### config.mk
export PLATFORM = sky130hd
export DESIGN_NAME = register_response_parser_unit_flat
export DESIGN_NICKNAME = d
export VERILOG_FILES = /design/src/rtl/rrp_pkg.sv /design/src/rtl/rrp_if.sv /design/src/rtl/register_response_parser_unit.sv /design/src/flat_wrapper.sv
export SDC_FILE = /design/constraint.sdc
export NUM_CORES = 1
export LEC_CHECK = 0
export BUFFER_PORTS_ARGS = -buffer_cell sky130_fd_sc_hd__clkbuf_2
export CAP_MARGIN = 20
export CORE_UTILIZATION = 55
export CTS_CLUSTER_SIZE = 25
export DETAILED_ROUTE_END_ITERATION = 10
export GPL_ROUTABILITY_DRIVEN = 0
export HOLD_SLACK_MARGIN = 0.06
export PLACE_DENSITY = 0.73
export RECOVER_POWER = 50
export SYNTH_ARGS = -nofsm -noshare
export SYNTH_HDL_FRONTEND = slang
export SYNTH_SLANG_ARGS = --single-unit
export TNS_END_PERCENT = 10
### constraint.sdc
create_clock -name clk_i -period 6.5 [get_ports clk_i]
set_input_delay 0.65 -clock clk_i [delete_from_list [all_inputs] [get_ports clk_i]]
set_output_delay 0.65 -clock clk_i [all_outputs]
set_load 0.01 [all_outputs]
### src/rtl/rrp_pkg.sv
// types and constants shared by the register response parser files
`default_nettype none

package rrp_pkg;

  localparam int unsigned OP_W     = 2;
  localparam int unsigned BYTE_W   = 8;
  localparam int unsigned STATUS_W = 2;
  localparam int unsigned WIDX_W   = 4;
  localparam int unsigned WORD_W   = 16;
  localparam int unsigned WCNT_W   = 5;
  localparam int unsigned CFG_IDX_W = 2;

  localparam logic [WCNT_W-1:0] MAX_WORDS = 5'd16;

  // operation codes
  localparam logic [OP_W-1:0] OP_START_READ  = 2'd0;
  localparam logic [OP_W-1:0] OP_START_WRITE = 2'd1;
  localparam logic [OP_W-1:0] OP_RX_BYTE     = 2'd2;

  // status codes
  localparam logic [STATUS_W-1:0] ST_BUSY  = 2'd0;
  localparam logic [STATUS_W-1:0] ST_READ  = 2'd1;
  localparam logic [STATUS_W-1:0] ST_WRITE = 2'd2;
  localparam logic [STATUS_W-1:0] ST_ERR   = 2'd3;

  // configuration register indexes
  localparam logic [CFG_IDX_W-1:0] CFG_READ_ACK    = 2'd0;
  localparam logic [CFG_IDX_W-1:0] CFG_WRITE_ACK   = 2'd1;
  localparam logic [CFG_IDX_W-1:0] CFG_WRITE_SUCC  = 2'd2;

  localparam logic [BYTE_W-1:0] READ_ACK_RST   = 8'd187;
  localparam logic [BYTE_W-1:0] WRITE_ACK_RST  = 8'd238;
  localparam logic [BYTE_W-1:0] WRITE_SUCC_RST = 8'd1;

  typedef enum logic [2:0] {
    PH_IDLE,
    PH_HEADER,
    PH_LENGTH,
    PH_DATA,
    PH_RESULT,
    PH_DONE,
    PH_ERROR
  } phase_e;

  typedef enum logic [1:0] {
    SQ_ACCEPT,
    SQ_READ,
    SQ_EMIT
  } seq_e;

endpackage

`default_nettype wire

### src/rtl/rrp_if.sv
// valid/ready channel interfaces for the parser input and result streams
`default_nettype none

interface rrp_in_if import rrp_pkg::*; ();
  logic              valid;
  logic              ready;
  logic [OP_W-1:0]   operation;
  logic [BYTE_W-1:0] rx_byte;

  modport source (output valid, output operation, output rx_byte, input ready);
  modport sink   (input valid, input operation, input rx_byte, output ready);
endinterface

interface rrp_out_if import rrp_pkg::*; ();
  logic                     valid;
  logic                     ready;
  logic [STATUS_W-1:0]      status;
  logic                     word_valid;
  logic [WIDX_W-1:0]        word_index;
  logic signed [WORD_W-1:0] word_value;
  logic                     last;

  modport source (output valid, output status, output word_valid, output word_index,
                  output word_value, output last, input ready);
  modport sink   (input valid, input status, input word_valid, input word_index,
                  input word_value, input last, output ready);
endinterface

`default_nettype wire

### src/rtl/register_response_parser_unit.sv
// register response parser: header/length checks, payload store and word drain
// a status result is registered straight from its accepted input beat
// a finishing read drains its words in turn (store read, then emit; emit waits
// while the output is held), and no input beat is taken until the last word
// is emitted; reset clears control state and loads configuration reset values;
// the store is not cleared and needs no clearing pass as a read returns only current-reply bytes
`default_nettype none

module register_response_parser_unit import rrp_pkg::*; #(
  parameter int unsigned BUFFER_DEPTH = 32
) (
  input  wire                  clk_i,
  input  wire                  rst_ni,
  rrp_in_if.sink               req_i,
  rrp_out_if.source            rsp_o,
  input  wire                  cfg_we_i,
  input  wire [CFG_IDX_W-1:0]  cfg_idx_i,
  input  wire [BYTE_W-1:0]     cfg_data_i
);

  localparam int unsigned ROWS   = (BUFFER_DEPTH + 1) / 2;
  localparam int unsigned ROW_W  = (ROWS > 1) ? $clog2(ROWS) : 1;
  localparam int unsigned FILL_W = $clog2(BUFFER_DEPTH + 1);
  localparam int unsigned CMP_W  = (FILL_W > WCNT_W) ? FILL_W : WCNT_W;

  // configuration
  logic [BYTE_W-1:0] read_ack_q, write_ack_q, write_succ_q;

  // control state
  phase_e            phase_q, phase_d;
  seq_e              seq_q, seq_d;
  logic              is_write_q, is_write_d;
  logic [BYTE_W-1:0] bytes_left_q, bytes_left_d;
  logic [FILL_W-1:0] fill_q, fill_d;
  logic [WIDX_W-1:0] k_q, k_d;
  logic [WCNT_W-1:0] nwords_q, nwords_d;

  // result register
  logic                     out_valid_q, out_valid_d;
  logic [STATUS_W-1:0]      out_status_q, out_status_d;
  logic                     out_wvalid_q, out_wvalid_d;
  logic [WIDX_W-1:0]        out_widx_q, out_widx_d;
  logic [WORD_W-1:0]        out_word_q, out_word_d;
  logic                     out_last_q, out_last_d;

  // payload store, one byte lane per array
  logic [BYTE_W-1:0] mem_lo [ROWS];
  logic [BYTE_W-1:0] mem_hi [ROWS];
  logic [BYTE_W-1:0] rd_lo_q, rd_hi_q;
  logic              wr_en;
  logic [ROW_W-1:0]  wr_row;
  logic [ROW_W-1:0]  rd_row;

  logic              out_free;
  logic              in_acc;
  logic [FILL_W-1:0] fill_inc;
  logic [FILL_W:0]   half_up;
  logic [CMP_W-1:0]  hi_pos;
  logic              hi_ok;

  assign out_free  = !out_valid_q || rsp_o.ready;
  assign req_i.ready = (seq_q == SQ_ACCEPT) && out_free;
  assign in_acc    = req_i.valid && req_i.ready;

  assign fill_inc = fill_q + FILL_W'(1);
  assign half_up  = ({1'b0, fill_inc} + (FILL_W+1)'(1)) >> 1;
  assign wr_row   = ROW_W'(fill_q >> 1);
  assign rd_row   = ROW_W'(k_q);
  assign wr_en    = in_acc && (req_i.operation == OP_RX_BYTE) && (phase_q == PH_DATA)
                    && (fill_q < FILL_W'(BUFFER_DEPTH));

  // high byte of word k exists only if 2k+1 lies inside the payload
  assign hi_pos = CMP_W'({k_q, 1'b1});
  assign hi_ok  = hi_pos < CMP_W'(fill_q);

  always_ff @(posedge clk_i or negedge rst_ni) begin
    if (!rst_ni) begin
      read_ack_q   <= READ_ACK_RST;
      write_ack_q  <= WRITE_ACK_RST;
      write_succ_q <= WRITE_SUCC_RST;
    end else if (cfg_we_i) begin
      case (cfg_idx_i)
        CFG_READ_ACK:   read_ack_q   <= cfg_data_i;
        CFG_WRITE_ACK:  write_ack_q  <= cfg_data_i;
        CFG_WRITE_SUCC: write_succ_q <= cfg_data_i;
        default: ;
      endcase
    end
  end

  always_ff @(posedge clk_i) begin
    if (wr_en) begin
      if (fill_q[0]) begin
        mem_hi[wr_row] <= req_i.rx_byte;
      end else begin
        mem_lo[wr_row] <= req_i.rx_byte;
      end
    end
    if (seq_q == SQ_READ) begin
      rd_lo_q <= mem_lo[rd_row];
      rd_hi_q <= mem_hi[rd_row];
    end
  end

  always_ff @(posedge clk_i or negedge rst_ni) begin
    if (!rst_ni) begin
      phase_q      <= PH_IDLE;
      seq_q        <= SQ_ACCEPT;
      is_write_q   <= 1'b0;
      bytes_left_q <= '0;
      fill_q       <= '0;
      k_q          <= '0;
      nwords_q     <= '0;
      out_valid_q  <= 1'b0;
    end else begin
      phase_q      <= phase_d;
      seq_q        <= seq_d;
      is_write_q   <= is_write_d;
      bytes_left_q <= bytes_left_d;
      fill_q       <= fill_d;
      k_q          <= k_d;
      nwords_q     <= nwords_d;
      out_valid_q  <= out_valid_d;
    end
  end

  always_ff @(posedge clk_i) begin
    out_status_q <= out_status_d;
    out_wvalid_q <= out_wvalid_d;
    out_widx_q   <= out_widx_d;
    out_word_q   <= out_word_d;
    out_last_q   <= out_last_d;
  end

  always_comb begin
    phase_d      = phase_q;
    seq_d        = seq_q;
    is_write_d   = is_write_q;
    bytes_left_d = bytes_left_q;
    fill_d       = fill_q;
    k_d          = k_q;
    nwords_d     = nwords_q;
    out_valid_d  = out_valid_q && !rsp_o.ready;
    out_status_d = out_status_q;
    out_wvalid_d = out_wvalid_q;
    out_widx_d   = out_widx_q;
    out_word_d   = out_word_q;
    out_last_d   = out_last_q;

    case (seq_q)
      SQ_ACCEPT: begin
        if (in_acc) begin
          // default: one status beat
          out_valid_d  = 1'b1;
          out_status_d = ST_BUSY;
          out_wvalid_d = 1'b0;
          out_widx_d   = '0;
          out_word_d   = '0;
          out_last_d   = 1'b1;
          if (req_i.operation == OP_START_READ || req_i.operation == OP_START_WRITE) begin
            is_write_d   = (req_i.operation == OP_START_WRITE);
            phase_d      = PH_HEADER;
            bytes_left_d = '0;
            fill_d       = '0;
          end else if (req_i.operation == OP_RX_BYTE) begin
            case (phase_q)
              PH_HEADER: begin
                if (req_i.rx_byte == (is_write_q ? write_ack_q : read_ack_q)) begin
                  phase_d = is_write_q ? PH_RESULT : PH_LENGTH;
                end else begin
                  phase_d      = PH_ERROR;
                  out_status_d = ST_ERR;
                end
              end
              PH_LENGTH: begin
                if (req_i.rx_byte == '0 ||
                    {1'b0, req_i.rx_byte} > (BYTE_W+1)'(BUFFER_DEPTH)) begin
                  phase_d      = PH_ERROR;
                  out_status_d = ST_ERR;
                end else begin
                  bytes_left_d = req_i.rx_byte;
                  fill_d       = '0;
                  phase_d      = PH_DATA;
                end
              end
              PH_DATA: begin
                fill_d       = fill_inc;
                bytes_left_d = bytes_left_q - BYTE_W'(1);
                if (bytes_left_q == BYTE_W'(1)) begin
                  // last payload byte: start draining words instead of a status beat
                  phase_d     = PH_DONE;
                  out_valid_d = out_valid_q && !rsp_o.ready;
                  seq_d       = SQ_READ;
                  k_d         = '0;
                  nwords_d    = (half_up > (FILL_W+1)'(MAX_WORDS)) ? MAX_WORDS
                                                                  : WCNT_W'(half_up);
                end
              end
              PH_RESULT: begin
                if (req_i.rx_byte == write_succ_q) begin
                  phase_d      = PH_DONE;
                  out_status_d = ST_WRITE;
                end else begin
                  phase_d      = PH_ERROR;
                  out_status_d = ST_ERR;
                end
              end
              default: ;
            endcase
          end
        end
      end
      SQ_READ: begin
        seq_d = SQ_EMIT;
      end
      SQ_EMIT: begin
        if (out_free) begin
          out_valid_d  = 1'b1;
          out_status_d = ST_READ;
          out_wvalid_d = 1'b1;
          out_widx_d   = k_q;
          out_word_d   = {(hi_ok ? rd_hi_q : BYTE_W'(0)), rd_lo_q};
          out_last_d   = (WCNT_W'(k_q) + WCNT_W'(1)) == nwords_q;
          k_d          = k_q + WIDX_W'(1);
          seq_d        = out_last_d ? SQ_ACCEPT : SQ_READ;
        end
      end
      default: begin
        seq_d = SQ_ACCEPT;
      end
    endcase
  end

  assign rsp_o.valid      = out_valid_q;
  assign rsp_o.status     = out_status_q;
  assign rsp_o.word_valid = out_wvalid_q;
  assign rsp_o.word_index = out_widx_q;
  assign rsp_o.word_value = out_word_q;
  assign rsp_o.last       = out_last_q;

`ifndef SYNTHESIS
  a_drain_in_done: assert property (@(posedge clk_i) disable iff (!rst_ni)
    (seq_q != SQ_ACCEPT) |-> (phase_q == PH_DONE))
    else $error("word drain outside a finished read");

  a_drain_index: assert property (@(posedge clk_i) disable iff (!rst_ni)
    (seq_q != SQ_ACCEPT) |-> (WCNT_W'(k_q) < nwords_q))
    else $error("word index beyond word count");

  a_word_status: assert property (@(posedge clk_i) disable iff (!rst_ni)
    (rsp_o.valid && rsp_o.word_valid) |-> (rsp_o.status == ST_READ))
    else $error("data word without read status");

  a_no_input_drain: assert property (@(posedge clk_i) disable iff (!rst_ni)
    (seq_q == SQ_READ) |=> (seq_q == SQ_EMIT) && !req_i.ready)
    else $error("input taken during word drain");
`endif

endmodule

`default_nettype wire
### src/flat_wrapper.sv
// flat-port wrapper written by rule: the top's interface ports become plain ports
module register_response_parser_unit_flat import rrp_pkg::*;
#(
  parameter int unsigned BUFFER_DEPTH = 32
)
  (clk_i, rst_ni, cfg_we_i, cfg_idx_i, cfg_data_i, req_i_valid, req_i_operation, req_i_rx_byte, req_i_ready, rsp_o_valid, rsp_o_status, rsp_o_word_valid, rsp_o_word_index, rsp_o_word_value, rsp_o_last, rsp_o_ready);
  rrp_in_if req_i_i ();
  rrp_out_if rsp_o_i ();
  input  wire clk_i;
  input  wire rst_ni;
  input  wire cfg_we_i;
  input  wire [CFG_IDX_W-1:0] cfg_idx_i;
  input  wire [BYTE_W-1:0] cfg_data_i;
  input wire logic [$bits(req_i_i.valid)-1:0] req_i_valid;
  input wire logic [$bits(req_i_i.operation)-1:0] req_i_operation;
  input wire logic [$bits(req_i_i.rx_byte)-1:0] req_i_rx_byte;
  output wire logic [$bits(req_i_i.ready)-1:0] req_i_ready;
  output wire logic [$bits(rsp_o_i.valid)-1:0] rsp_o_valid;
  output wire logic [$bits(rsp_o_i.status)-1:0] rsp_o_status;
  output wire logic [$bits(rsp_o_i.word_valid)-1:0] rsp_o_word_valid;
  output wire logic [$bits(rsp_o_i.word_index)-1:0] rsp_o_word_index;
  output wire logic [$bits(rsp_o_i.word_value)-1:0] rsp_o_word_value;
  output wire logic [$bits(rsp_o_i.last)-1:0] rsp_o_last;
  input wire logic [$bits(rsp_o_i.ready)-1:0] rsp_o_ready;
  assign req_i_i.valid = req_i_valid;
  assign req_i_i.operation = req_i_operation;
  assign req_i_i.rx_byte = req_i_rx_byte;
  assign req_i_ready = req_i_i.ready;
  assign rsp_o_valid = rsp_o_i.valid;
  assign rsp_o_status = rsp_o_i.status;
  assign rsp_o_word_valid = rsp_o_i.word_valid;
  assign rsp_o_word_index = rsp_o_i.word_index;
  assign rsp_o_word_value = rsp_o_i.word_value;
  assign rsp_o_last = rsp_o_i.last;
  assign rsp_o_i.ready = rsp_o_ready;
  register_response_parser_unit #(.BUFFER_DEPTH(BUFFER_DEPTH)) u_core (.clk_i(clk_i), .rst_ni(rst_ni), .req_i(req_i_i), .rsp_o(rsp_o_i), .cfg_we_i(cfg_we_i), .cfg_idx_i(cfg_idx_i), .cfg_data_i(cfg_data_i));
endmodule
==> summary.txt, run 1 <==
STA
  • Final min period: roughly 3.5 ns
  • Final Max Tran Viols: about 370
  • Tcrit/Tclk final: roughly 54%
  • Skew final: between 0.02 and 0.025 ns
  • FMAX: between 0.2 and 0.3 GHz
  • Worst hold slack: about 0.4 ns
  • RSZ-0062 raised after global routing: false
  • Final hold viol count: 0
  • Slew headroom: -99.1%
  • Final Setup Violations: 0
  • Worst-Margin Slew: ~3.0 ns
  • Setup_tns: 0 ns
  • PnR worst setup slack: between 3 and 4 ns

CTS
  • Post CTS Setup Buffer Count: 0
  • H-tree Lvls: 2
  • Num Clock Sinks: 350
  • CTS Buf Count: 36
  • CTS max path bufs: 3
  • Clock Pin Slew Worst Setup and Hold Paths: around 0.060 ns
  • CTS Hold Bufs: 0
  • CTS resizes: 0
  • Skew-Pair Late Insertion Delay: 0.52 ns
  • CTS Root Cell: clkbuf_16
  • CTS tree: yes

Logic synthesis
  • Synthesis-stage register bit count: 350
  • Synth Cell Area: roughly 0.015 mm2
  • Synthesized instance count: ~940
  • Synth unique cells: 72
  • Syn_area_per_cell: approximately 16 um2
  • Asr flop ratio synth: 15.4%
  • EDFF count, synth: between 200 and 300
  • Top_reg_cell synth: edfxtp_1
  • Yosys Warn Count: 0
  • Register area share after synthesis: 68.9%
  • Mapped Nets: roughly 1000

Hold path
  • Worst hold endpoint: u_core.read_ack_q[7]
  • Worst hold path depth: 2
  • Worst Hold Class: primary input to register
  • Hold_sp: cfg_data_i[7]

Finish
  • P&R area growth vs syn: 11.0%
  • Share of cells above drive strength 1: approximately 17%
  • Ant. Diodes: 0
  • Fin nets: 1029

Pwr
  • Maximum vdd drop: around 230 uV
  • Pwr/cell area: 362 mW/mm2
  • Leak: 5.73 nW

GRT
  • GR peak layer: met2
  • GR Util met2: 39.4%
  • Largest net degree at the start of global routing: 55
  • GRT met1 Usage: roughly a third
  • Met3 usage: between 3 and 4%
  • Vias in the first global route: about 8500
  • Gr ovfl total: 0
  • Antenna violations before repair: 0
  • First-pass GRT wire length: 50200 um
  • All-Layer GR Usage: 23.8%

Floorplan
  • Initial Util: about 57%
  • Core Region: ~0.026 mm2
  • Die Area: 0.0277 mm2
  • Width of the die: between 150 and 200 um
  • Rows: 59
  • Top Ports: 51
  • Die Ht: 167 um

Run
  • MaxCap Viol Count: 9

Worst setup path
  • Worst reg-to-reg path cell count: 7
  • Endpoint class of the critical path: register
  • Startpoint type of the worst setup path: primary input
  • R2r startpoint: u_core.k_q[0]
  • Crit path max fanout: 39
  • Crit path DAT: around 3.9 ns
  • Flop-to-flop setup slack: 3.44 ns
  • CP Class: primary input to register
  • Critical Path RT: roughly 6.9 ns
  • Worst r2r dst: u_core.rsp_o.last

Detailed routing
  • Remaining DRCs: 2
  • WL final: about 32000 um
  • Number of detailed-route iterations in the first pass: 8
  • DRT iter0 DRCs: around 810
  • Vias: roughly 8400
  • Post-route ant nets: 0
  • Via/cell ratio: about 6.2
  • Post-DR wirelength/cell: ~24 um

Placement
  • Worst slack, placed: approximately 3.4 ns
  • Post-DP HPWL: roughly 20000 um
  • Buffers on Ports: 50

Run status
  • Outcome: complete, but fails checks
  • Failing checks: DRC, capacitance limit, slew limit
-- synthesized netlist by cell type (8+ instances only) --
master    count  share of area (%)
clkbuf_1     30               0.76
and2_1       22               0.92
mux4_2       32                4.8
mux2i_1      77                5.2
a22oi_1      16               0.81
edfxtp_1    296                 60
nor4_1       11               0.46
ha_1         12                1.0
a211oi_1      8               0.40
nor2_1       31               0.78
buf_2        16               0.54
nor3_1       17               0.57
a21oi_1      13               0.44
mux2_2       26                2.0
nand3_1      13               0.44
dfstp_2      13                2.3
o21ai_0      30                1.0
a221oi_1     33                1.9
o31ai_1       8               0.40
and3_1       11               0.46
nand2b_1     11               0.46
nand2_1      44                1.1
inv_1        19               0.48
dfrtp_1      41                6.9
xor2_1       20                1.2
-- worst max-delay path, cell delays in order --
cell	delay (ns)
clkbuf_2	0.07
clkbuf_1	1.35
nor4b_2	0.53
a211oi_4	0.09
a211oi_4	0.65
nor2_1	0.18
mux2_2	0.32
-- final cells by class --
cell class	count	area [um2]
well taps	335	419
multi-input cells	515	4320
fillers	1936	9750
repair buffers	68	347
inverters	21	78.8
clock buffers	48	977
flip-flops and latches	350	10300
clock inverters	16	128
-- registers in the layout, indices dropped and copies added, names as in the netlist, 2 cells and up --
signal and flops:
u_core.mem_hi 128, u_core.mem_lo 128, u_core.rsp_o.word_value 16, u_core.bytes_left_q 8
u_core.rd_hi_q 8, u_core.rd_lo_q 8, u_core.read_ack_q 8, u_core.write_ack_q 8
u_core.write_succ_q 8, u_core.fill_q 6, u_core.nwords_q 5, u_core.k_q 4
u_core.rsp_o.word_index 4, u_core.phase_q 3, u_core.rsp_o.status 2, u_core.seq_q 2
-- placed cells by master, fill, tap and decap left out, types with 19 or more instances in the layout --
master     instances
and2_1            21
mux2_2            25
clkbuf_1          35
inv_1             19
nor2_1            31
edfxtp_1         296
a221oi_1          33
dfrtp_1           40
mux2i_1           77
nand2_1           44
clkbuf_16         37
o21ai_0           30
mux4_2            32
clkbuf_2          31
xor2_1            20
-- report_power, final --
group,switching [mW],total [mW],internal [mW]
combinational,0.646,1.18,0.534
sequential,0.192,2.85,2.66
clock,0.819,1.95,1.14
total,1.66,5.99,4.33
-- layer usage --
| metal | share of wire, % | wire (um) |
|---|---|---|
| met1 | 42 | 13300 |
| met2 | 50 | 16100 |
| met3 | 5.5 | 1750 |
| met4 | 2.7 | 859 |
| met5 | 0 | 0 |
-- worst max path at each step --
stage | startpoint | end | slack [ns] | cells after the start
after global placement | u_core.k_q[0] | u_core.rsp_o.last | 3.43 | 7
after detailed placement | rsp_o_ready | u_core.mem_hi[13][3] | 3.36 | 6
final | req_i_rx_byte[4] | u_core.fill_q[0] | 3.01 | 7
after global routing | rst_ni | u_core.k_q[0] | 2.50 | 2
after CTS | u_core.k_q[0] | u_core.rsp_o.last | 3.40 | 7
after floorplan | rsp_o_ready | u_core.mem_hi[0][0] | 3.93 | 4
-- metrics by stage --
| step | util [%] | instance area [um2] | power, mW | std cells |
|---|---|---|---|---|
| 3_5_place_dp | 58.9 | 15500 | 4.09 | 1289 |
| 2_1_floorplan | - | 14900 | 3.73 | 939 |
| 6_report | 62.9 | 16500 | 5.99 | 1353 |
| 5_1_grt | 62.9 | 16500 | 6.23 | 1353 |
| 4_1_cts | 63.1 | 16600 | 6.04 | 1353 |
| 3_3_place_gp | 58.8 | 15500 | 4.06 | 1288 |
-- cells by family (layout without fill, tap and decap cells) --
logic type,after synthesis,after routing,share of synthesized area (%)
XOR/XNOR,25,25,1.47
flip-flops,350,350,68.9
adder cells (fa/ha/maj),12,12,1.01
AND/OR/NAND/NOR,191,191,6.84
AO/OA/AOI/OAI,152,152,7.70
buffers and inverters,74,153,2.13
multiplexers,135,135,12.0
(Power assumes the default switching activity.)
==> run 2: changes to the inputs <==
clock period = 3.37 ns   (was 6.5 ns; I/O delays follow)
==> run 2 against run 1 <==
Net effect:
- via count grew 3.8%
- largest power group unchanged
- the flow still finishes with violations (DRC, capacitance limit, slew limit)
- critical path depth is the same
- clock power grew 110%
- non-clock buffer count grew 18
==> summary.txt, run 2 (synthesis results as in run 1) <==
Run status
  • Outcome: complete, but fails checks (unchanged)
  • Failing checks: DRC, capacitance limit, slew limit (unchanged)

CTS
  • CTS Root Cell: clkbuf_16 (unchanged)
  • CTS max path bufs: 3 (unchanged)
  • H-tree Lvls: 2 (unchanged)
  • Clock Pin Slew Worst Setup and Hold Paths: 0.06 ns (about the same)
  • Num Clock Sinks: 350 (unchanged)
  • CTS tree: yes (unchanged)
  • CTS resizes: 0 (unchanged)
  • CTS Buf Count: 36 (unchanged)
  • Skew-Pair Late Insertion Delay: 0.52 ns (about the same)

Detailed routing
  • Remaining DRCs: 2 (unchanged)
  • WL final: 34200 um (was 32000 um)
  • Vias: 8702 (was 8383)
  • Post-DR wirelength/cell: 25.0 um (was 23.7 um)
  • DRT iter0 DRCs: 928 (was 811)
  • Via/cell ratio: 6.34 (was 6.20)
  • Number of detailed-route iterations in the first pass: 9 (was 8)
  • Post-route ant nets: 0 (unchanged)

Finish
  • Ant. Diodes: 0 (unchanged)
  • Most frequent cells in the layout: edfxtp_1, mux2i_1, clkbuf_1 (was edfxtp_1, mux2i_1, nand2_1)
  • Most common cell after layout, fill and taps aside: edfxtp_1 (unchanged)
  • Share of cells above drive strength 1: 17.6% (was 17.0%)
  • Fin nets: 1047 (was 1029)
  • Post-route cell area: 0.0167 mm2 (was 0.0165 mm2)
  • P&R area growth vs syn: 12.5% (was 11.0%)

STA
  • Slew headroom: -29.5% (was -99.1%)
  • Worst hold slack: 0.0833 ns (was 0.401 ns)
  • Setup_tns: 0 ns (unchanged)
  • RSZ-0062 raised after global routing: false (unchanged)
  • Worst-Margin Slew: 1.94 ns (was 2.99 ns)
  • Final min period: about 2.8 ns
  • Skew final: 0.0215 ns (was 0.0203 ns)
  • Tcrit/Tclk final: 83.9%
  • Final Max Tran Viols: 104 (was 365)
  • Final hold viol count: 0 (unchanged)
  • FMAX: 0.354 GHz
  • Final Setup Violations: 0 (unchanged)
  • PnR worst setup slack: 0.542 ns (was 3.01 ns)

Worst setup path
  • CP Buf/Inv Count: 2 (unchanged)
  • Endpoint class of the critical path: register (unchanged)
  • Worst path cell trace: clkbuf_1 -> clkbuf_1 -> xor2_1 -> nor4_1 -> nand2_1 -> a32oi_1 -> o311ai_0 (was clkbuf_2 -> clkbuf_1 -> nor4b_2 -> a211oi_4 -> a211oi_4 -> nor2_1 -> mux2_2)
  • Crit path DAT: 3.03 ns (was 3.88 ns)
  • CP max-delay cell: clkbuf_1 (unchanged)
  • Most Frequent Cell on Critical Path: clkbuf_1 (was a211oi_4)
  • Crit path largest cell delay: 0.81 ns (was 1.35 ns)
  • Startpoint type of the worst setup path: primary input (unchanged)
  • Worst path depth: 7 (unchanged)
  • Critical Path RT: 3.57 ns (was 6.89 ns)
  • Worst reg-to-reg path cell count: 5 (was 7)
  • Crit path max fanout: 20 (was 39)
  • Top delay family on crit path: buffers and inverters (unchanged)
  • CP Class: primary input to register (unchanged)

Floorplan
  • Core Region: 0.0263 mm2 (unchanged)
  • Die Ht: 167 um (unchanged)
  • Initial Util: 56.7% (unchanged)
  • Die Area: 0.0277 mm2 (unchanged)
  • Rows: 59 (unchanged)
  • Width of the die: 167 um (unchanged)
  • Top Ports: 51 (unchanged)

Run
  • MaxCap Viol Count: 3 (was 9)

Pwr
  • Sequential power share: 45.5% (was 47.6%)
  • Maximum vdd drop: 468 uV (was 234 uV)
  • Pwr/cell area: 715 mW/mm2 (was 362 mW/mm2)
  • Clock network power share: 34.0% (was 32.7%)
  • Internal: 8.65 mW (was 4.33 mW)
  • Combinational share of power: 20.5% (was 19.7%)
  • Leak: 5.82 nW (was 5.73 nW)
  • Switching pwr: 3.33 mW (was 1.66 mW)
  • Net Sw Frac: 27.8% (was 27.7%)

GRT
  • Vias in the first global route: 8708 (was 8474)
  • All-Layer GR Usage: 25.2% (was 23.8%)
  • First-pass GRT wire length: 52400 um (was 50200 um)
  • Largest net degree at the start of global routing: 42 (was 55)
  • Gr ovfl total: 0 (unchanged)
  • Antenna violations before repair: 0 (unchanged)

Placement
  • Post-DP HPWL: 22300 um (was 20100 um)
  • DP Area: 0.0156 mm2 (was 0.0155 mm2)
  • Buffers on Ports: 50 (unchanged)
  • Worst slack, placed: 0.664 ns (was 3.36 ns)

Hold path
  • Worst Hold Class: primary input to register (unchanged)
  • Worst hold path depth: 2 (unchanged)
[run 2: cell count changes in the layout (fill, tap and decap cells not counted), moves of 2 or more]
cell       before  now
clkbuf_1       35   48
buf_4          11   22
clkbuf_2       31   20
clkbuf_8        1    6
clkinv_1       10    6
bufinv_16       2    4
[run 2: final timing paths]
kind	from	endpoint	slack [ns]
max	req_i_rx_byte[0]	u_core.rsp_o.status[0]	0.54
min	cfg_data_i[5]	u_core.read_ack_q[5]	0.08
max reg2reg	u_core.phase_q[1]	u_core.mem_lo[13][4]	0.59
min reg2reg	u_core.write_ack_q[0]	u_core.write_ack_q[0]	0.51
max in group asynchronous	rst_ni	u_core.fill_q[4]	0.94
min in group asynchronous	rst_ni	u_core.write_ack_q[4]	0.89
[run 2: worst register-to-register path: cells and delay by family, from the launching register on]
family	cells	cell delay (ns)
flip-flops	1	0.49
AND/OR/NAND/NOR	5	1.92
[run 2: stage by stage]
| step | std cells | power [mW] | utilization [%] |
|---|---|---|---|
| floorplan | 939 | 7.20 | - |
| global placement | 1306 | 7.96 | 59.4 |
| detailed placement | 1306 | 8.00 | 59.4 |
| CTS | 1372 | 12.1 | 64.1 |
| global route | 1372 | 12.4 | 63.7 |
| finish | 1372 | 12.0 | 63.7 |
[run 2: layout make-up]
| type | instances | area, um2 |
|---|---|---|
| well taps | 335 | 419 |
| repair buffers | 86 | 453 |
| clock buffers | 49 | 1030 |
| inverters | 21 | 78.8 |
| clock inverters | 16 | 185 |
| multi-input cells | 515 | 4320 |
| flip-flops and latches | 350 | 10300 |
| fillers | 1877 | 9530 |
[run 2: repair_timing]
| action | in CTS | in global routing |
|---|---|---|
| hold buffers | 1 | 0 |
| buffers inserted | 0 | 0 |
| hold endpoints to repair | 20 | 0 |
[run 2: layer usage]
layer / track usage (%) / wire (um) / vias up
li1: - / - / 3851
met1: 34.7 / 14300 / 4405
met2: 41.0 / 16500 / 376
met3: 4.68 / 2520 / 70
met4: 8.01 / 943 / 0
met5: 0 / 0 / -
[run 2: power by group through the flow]
stage	clock, mW	combinational (mW)	sequential [mW]
after CTS	4.11	2.49	5.45
after floorplan	0	1.79	5.41
after global routing	4.28	2.63	5.49
final	4.07	2.46	5.45
after global placement	0	2.44	5.52
after detailed placement	0	2.46	5.53
==> run 3: changes to the inputs <==
clock period = 2.7 ns   (was 3.37 ns; I/O delays follow)
==> run 3 against run 2 <==
Net effect:
- final cell count rose by 2.6%
- combinational power rose by 34%
- non-clock buffer count rose by 34
- flip-flop and latch count did not move
- sequential share of layout area fell by 1.5 points
- clock skew rose by 0.0012 ns
- count of clock-buffer cells in the layout fell by 11
- core utilization rose by 1.6 points
- the flow still finishes with violations (DRC, capacitance limit, slew limit)
- clock power rose by 33%
- highest routed layer is now met5
==> summary.txt, run 3 (synthesis results as in run 1) <==
Run status
  • Outcome: complete, but fails checks (unchanged)
  • Failing checks: DRC, capacitance limit, slew limit (unchanged)

STA
  • Tcrit/Tclk final: 95.0%
  • RSZ-0062 raised after global routing: false (unchanged)
  • Final Max Tran Viols: 161 (was 104)
  • Final Setup Violations: 0 (unchanged)
  • Worst hold slack: 0.0793 ns (was 0.0833 ns)
  • Final min period: 2.56 ns
  • Final hold viol count: 0 (unchanged)
  • Setup_tns: 0 ns (unchanged)
  • Worst-Margin Slew: 1.75 ns (was 1.94 ns)
  • FMAX: ~0.4 GHz
  • Slew headroom: -16.4% (was -29.5%)
  • PnR worst setup slack: 0.135 ns (was 0.542 ns)
  • Skew final: 0.0227 ns (was 0.0215 ns)

Finish
  • Post-route cell area: 0.0172 mm2 (was 0.0167 mm2)
  • Filler cells: 1826 (was 1877)
  • P&R area growth vs syn: 15.2% (was 12.5%)
  • Share of cells above drive strength 1: 20.5% (was 17.6%)
  • Ant. Diodes: 0 (unchanged)
  • Fin nets: 1081 (was 1047)
  • Most frequent cells in the layout: edfxtp_1, mux2i_1, nand2_1 (was edfxtp_1, mux2i_1, clkbuf_1)
  • Most common cell after layout, fill and taps aside: edfxtp_1 (unchanged)

GRT
  • All-Layer GR Usage: 25.4% (was 25.2%)
  • First-pass GRT wire length: 52000 um (was 52400 um)
  • Vias in the first global route: 8776 (was 8708)
  • Gr ovfl total: 0 (unchanged)
  • Largest net degree at the start of global routing: 34 (was 42)
  • Antenna violations before repair: 1 (was 0)

Floorplan
  • Initial Util: 56.7% (unchanged)
  • Die Ht: 167 um (unchanged)
  • Width of the die: 167 um (unchanged)
  • Top Ports: 51 (unchanged)
  • Core Region: 0.0263 mm2 (unchanged)
  • Rows: 59 (unchanged)
  • Die Area: 0.0277 mm2 (unchanged)

Pwr
  • Maximum vdd drop: 473 uV (was 468 uV)
  • Leak: 6.07 nW (was 5.82 nW)
  • Pwr/cell area: 900 mW/mm2 (was 715 mW/mm2)

Placement
  • DP Area: 0.0158 mm2 (was 0.0156 mm2)
  • Post-DP HPWL: 22100 um (was 22300 um)
  • Worst slack, placed: 0.204 ns (was 0.664 ns)
  • Buffers on Ports: 50 (unchanged)

Hold path
  • Worst Hold Class: primary input to register (unchanged)

CTS
  • H-tree Lvls: 2 (unchanged)
  • CTS max path bufs: 3 (unchanged)
  • CTS Root Cell: clkbuf_16 (unchanged)
  • CTS tree: yes (unchanged)
  • Skew-Pair Late Insertion Delay: 0.52 ns (about the same)
  • CTS Buf Count: 36 (unchanged)
  • Post CTS Setup Buffer Count: 0 (unchanged)
  • Clock Pin Slew Worst Setup and Hold Paths: 0.06 ns (about the same)
  • Num Clock Sinks: 350 (unchanged)

Detailed routing
  • Via/cell ratio: 6.24 (was 6.34)
  • Post-DR wirelength/cell: 24.4 um (was 25.0 um)
  • Post-route ant nets: 0 (unchanged)
  • Vias: 8777 (was 8702)
  • DRT iter0 DRCs: 925 (was 928)
  • Remaining DRCs: 2 (unchanged)
  • Number of detailed-route iterations in the first pass: 10 (was 9)
  • WL final: 34300 um (was 34200 um)

Worst setup path
  • Crit path DAT: 2.73 ns (was 3.03 ns)
  • Crit path max fanout: 9 (was 20)
  • Endpoint class of the critical path: register (unchanged)
  • CP Class: register to register (was primary input to register)
  • Critical Path RT: 2.86 ns (was 3.57 ns)
  • Startpoint type of the worst setup path: register (was primary input)

Run
  • MaxCap Viol Count: 5 (was 3)
[run 3: cell types whose count changed in the layout (fill, tap and decap cells not counted), sizes merged]
cell,change
clkinv,+7
dlygate4sd3,+8
bufinv,+5
clkbuf,-9
buf,+24
[run 3: worst paths after layout]
path	startpoint	end	slack, ns	cells after the start
setup reg to reg	u_core.phase_q[2]	u_core.mem_lo[12][4]	0.14	6
hold / removal	req_i_valid	u_core.rsp_o.valid	0.08	2
max in group asynchronous	rst_ni	u_core.k_q[0]	0.81	3
hold reg to reg	u_core.read_ack_q[2]	u_core.read_ack_q[2]	0.51	1
min in group asynchronous	rst_ni	u_core.write_ack_q[4]	0.60	2
setup / recovery	u_core.phase_q[2]	u_core.mem_lo[12][4]	0.14	6
[run 3: metrics by stage]
step	power, mW	cells	util (%)
floorplan	8.98	939	-
finish	15.4	1407	65.3
detailed placement	10.1	1332	60.3
CTS	15.5	1407	65.6
global route	16.0	1407	65.3
global placement	10.1	1332	60.3
[run 3: final cells by class]
type / count / area, um2 / share of cell area [%]
clock inverter: 28 / 378 / 2.20
tap: 335 / 419 / 2.44
clock buffer: 38 / 930 / 5.42
multi-input combinational: 515 / 4330 / 25.2
inverter: 21 / 78.8 / 0.459
sequential: 350 / 10300 / 59.8
timing repair buffer: 120 / 773 / 4.51
[run 3: where the power goes]
part | internal (mW) | leakage (nW) | total, mW | switching, mW
Clock | 3.37 | 0.640 | 5.42 | 2.04
Combinational | 1.45 | 2.08 | 3.30 | 1.85
Sequential | 6.39 | 3.35 | 6.73 | 0.343
Total | 11.2 | 6.07 | 15.4 | 4.24
[run 3: layer usage]
layer,share of wire (%),GRT usage (%),vias to the layer above
met2,48,41.8,366
met5,0.038,0,-
met1,41,33.5,4409
met3,7.0,5.04,83
met4,3.7,9.86,2
li1,-,-,3917
[run 3: worst max-delay path: stages (launching register included)]
cell     delay (ns)
dfrtp_1        0.45
and3b_1        0.38
and2_1         0.26
nand2_1        0.14
nor3_1         0.36
buf_4          0.21
and3_1         0.40
[run 3: repair_timing]
item	in CTS	in global routing
setup endpoints to repair	0	2
endpoints found under the hold margin	39	0
hold buffers	9	0
resized for setup	0	1
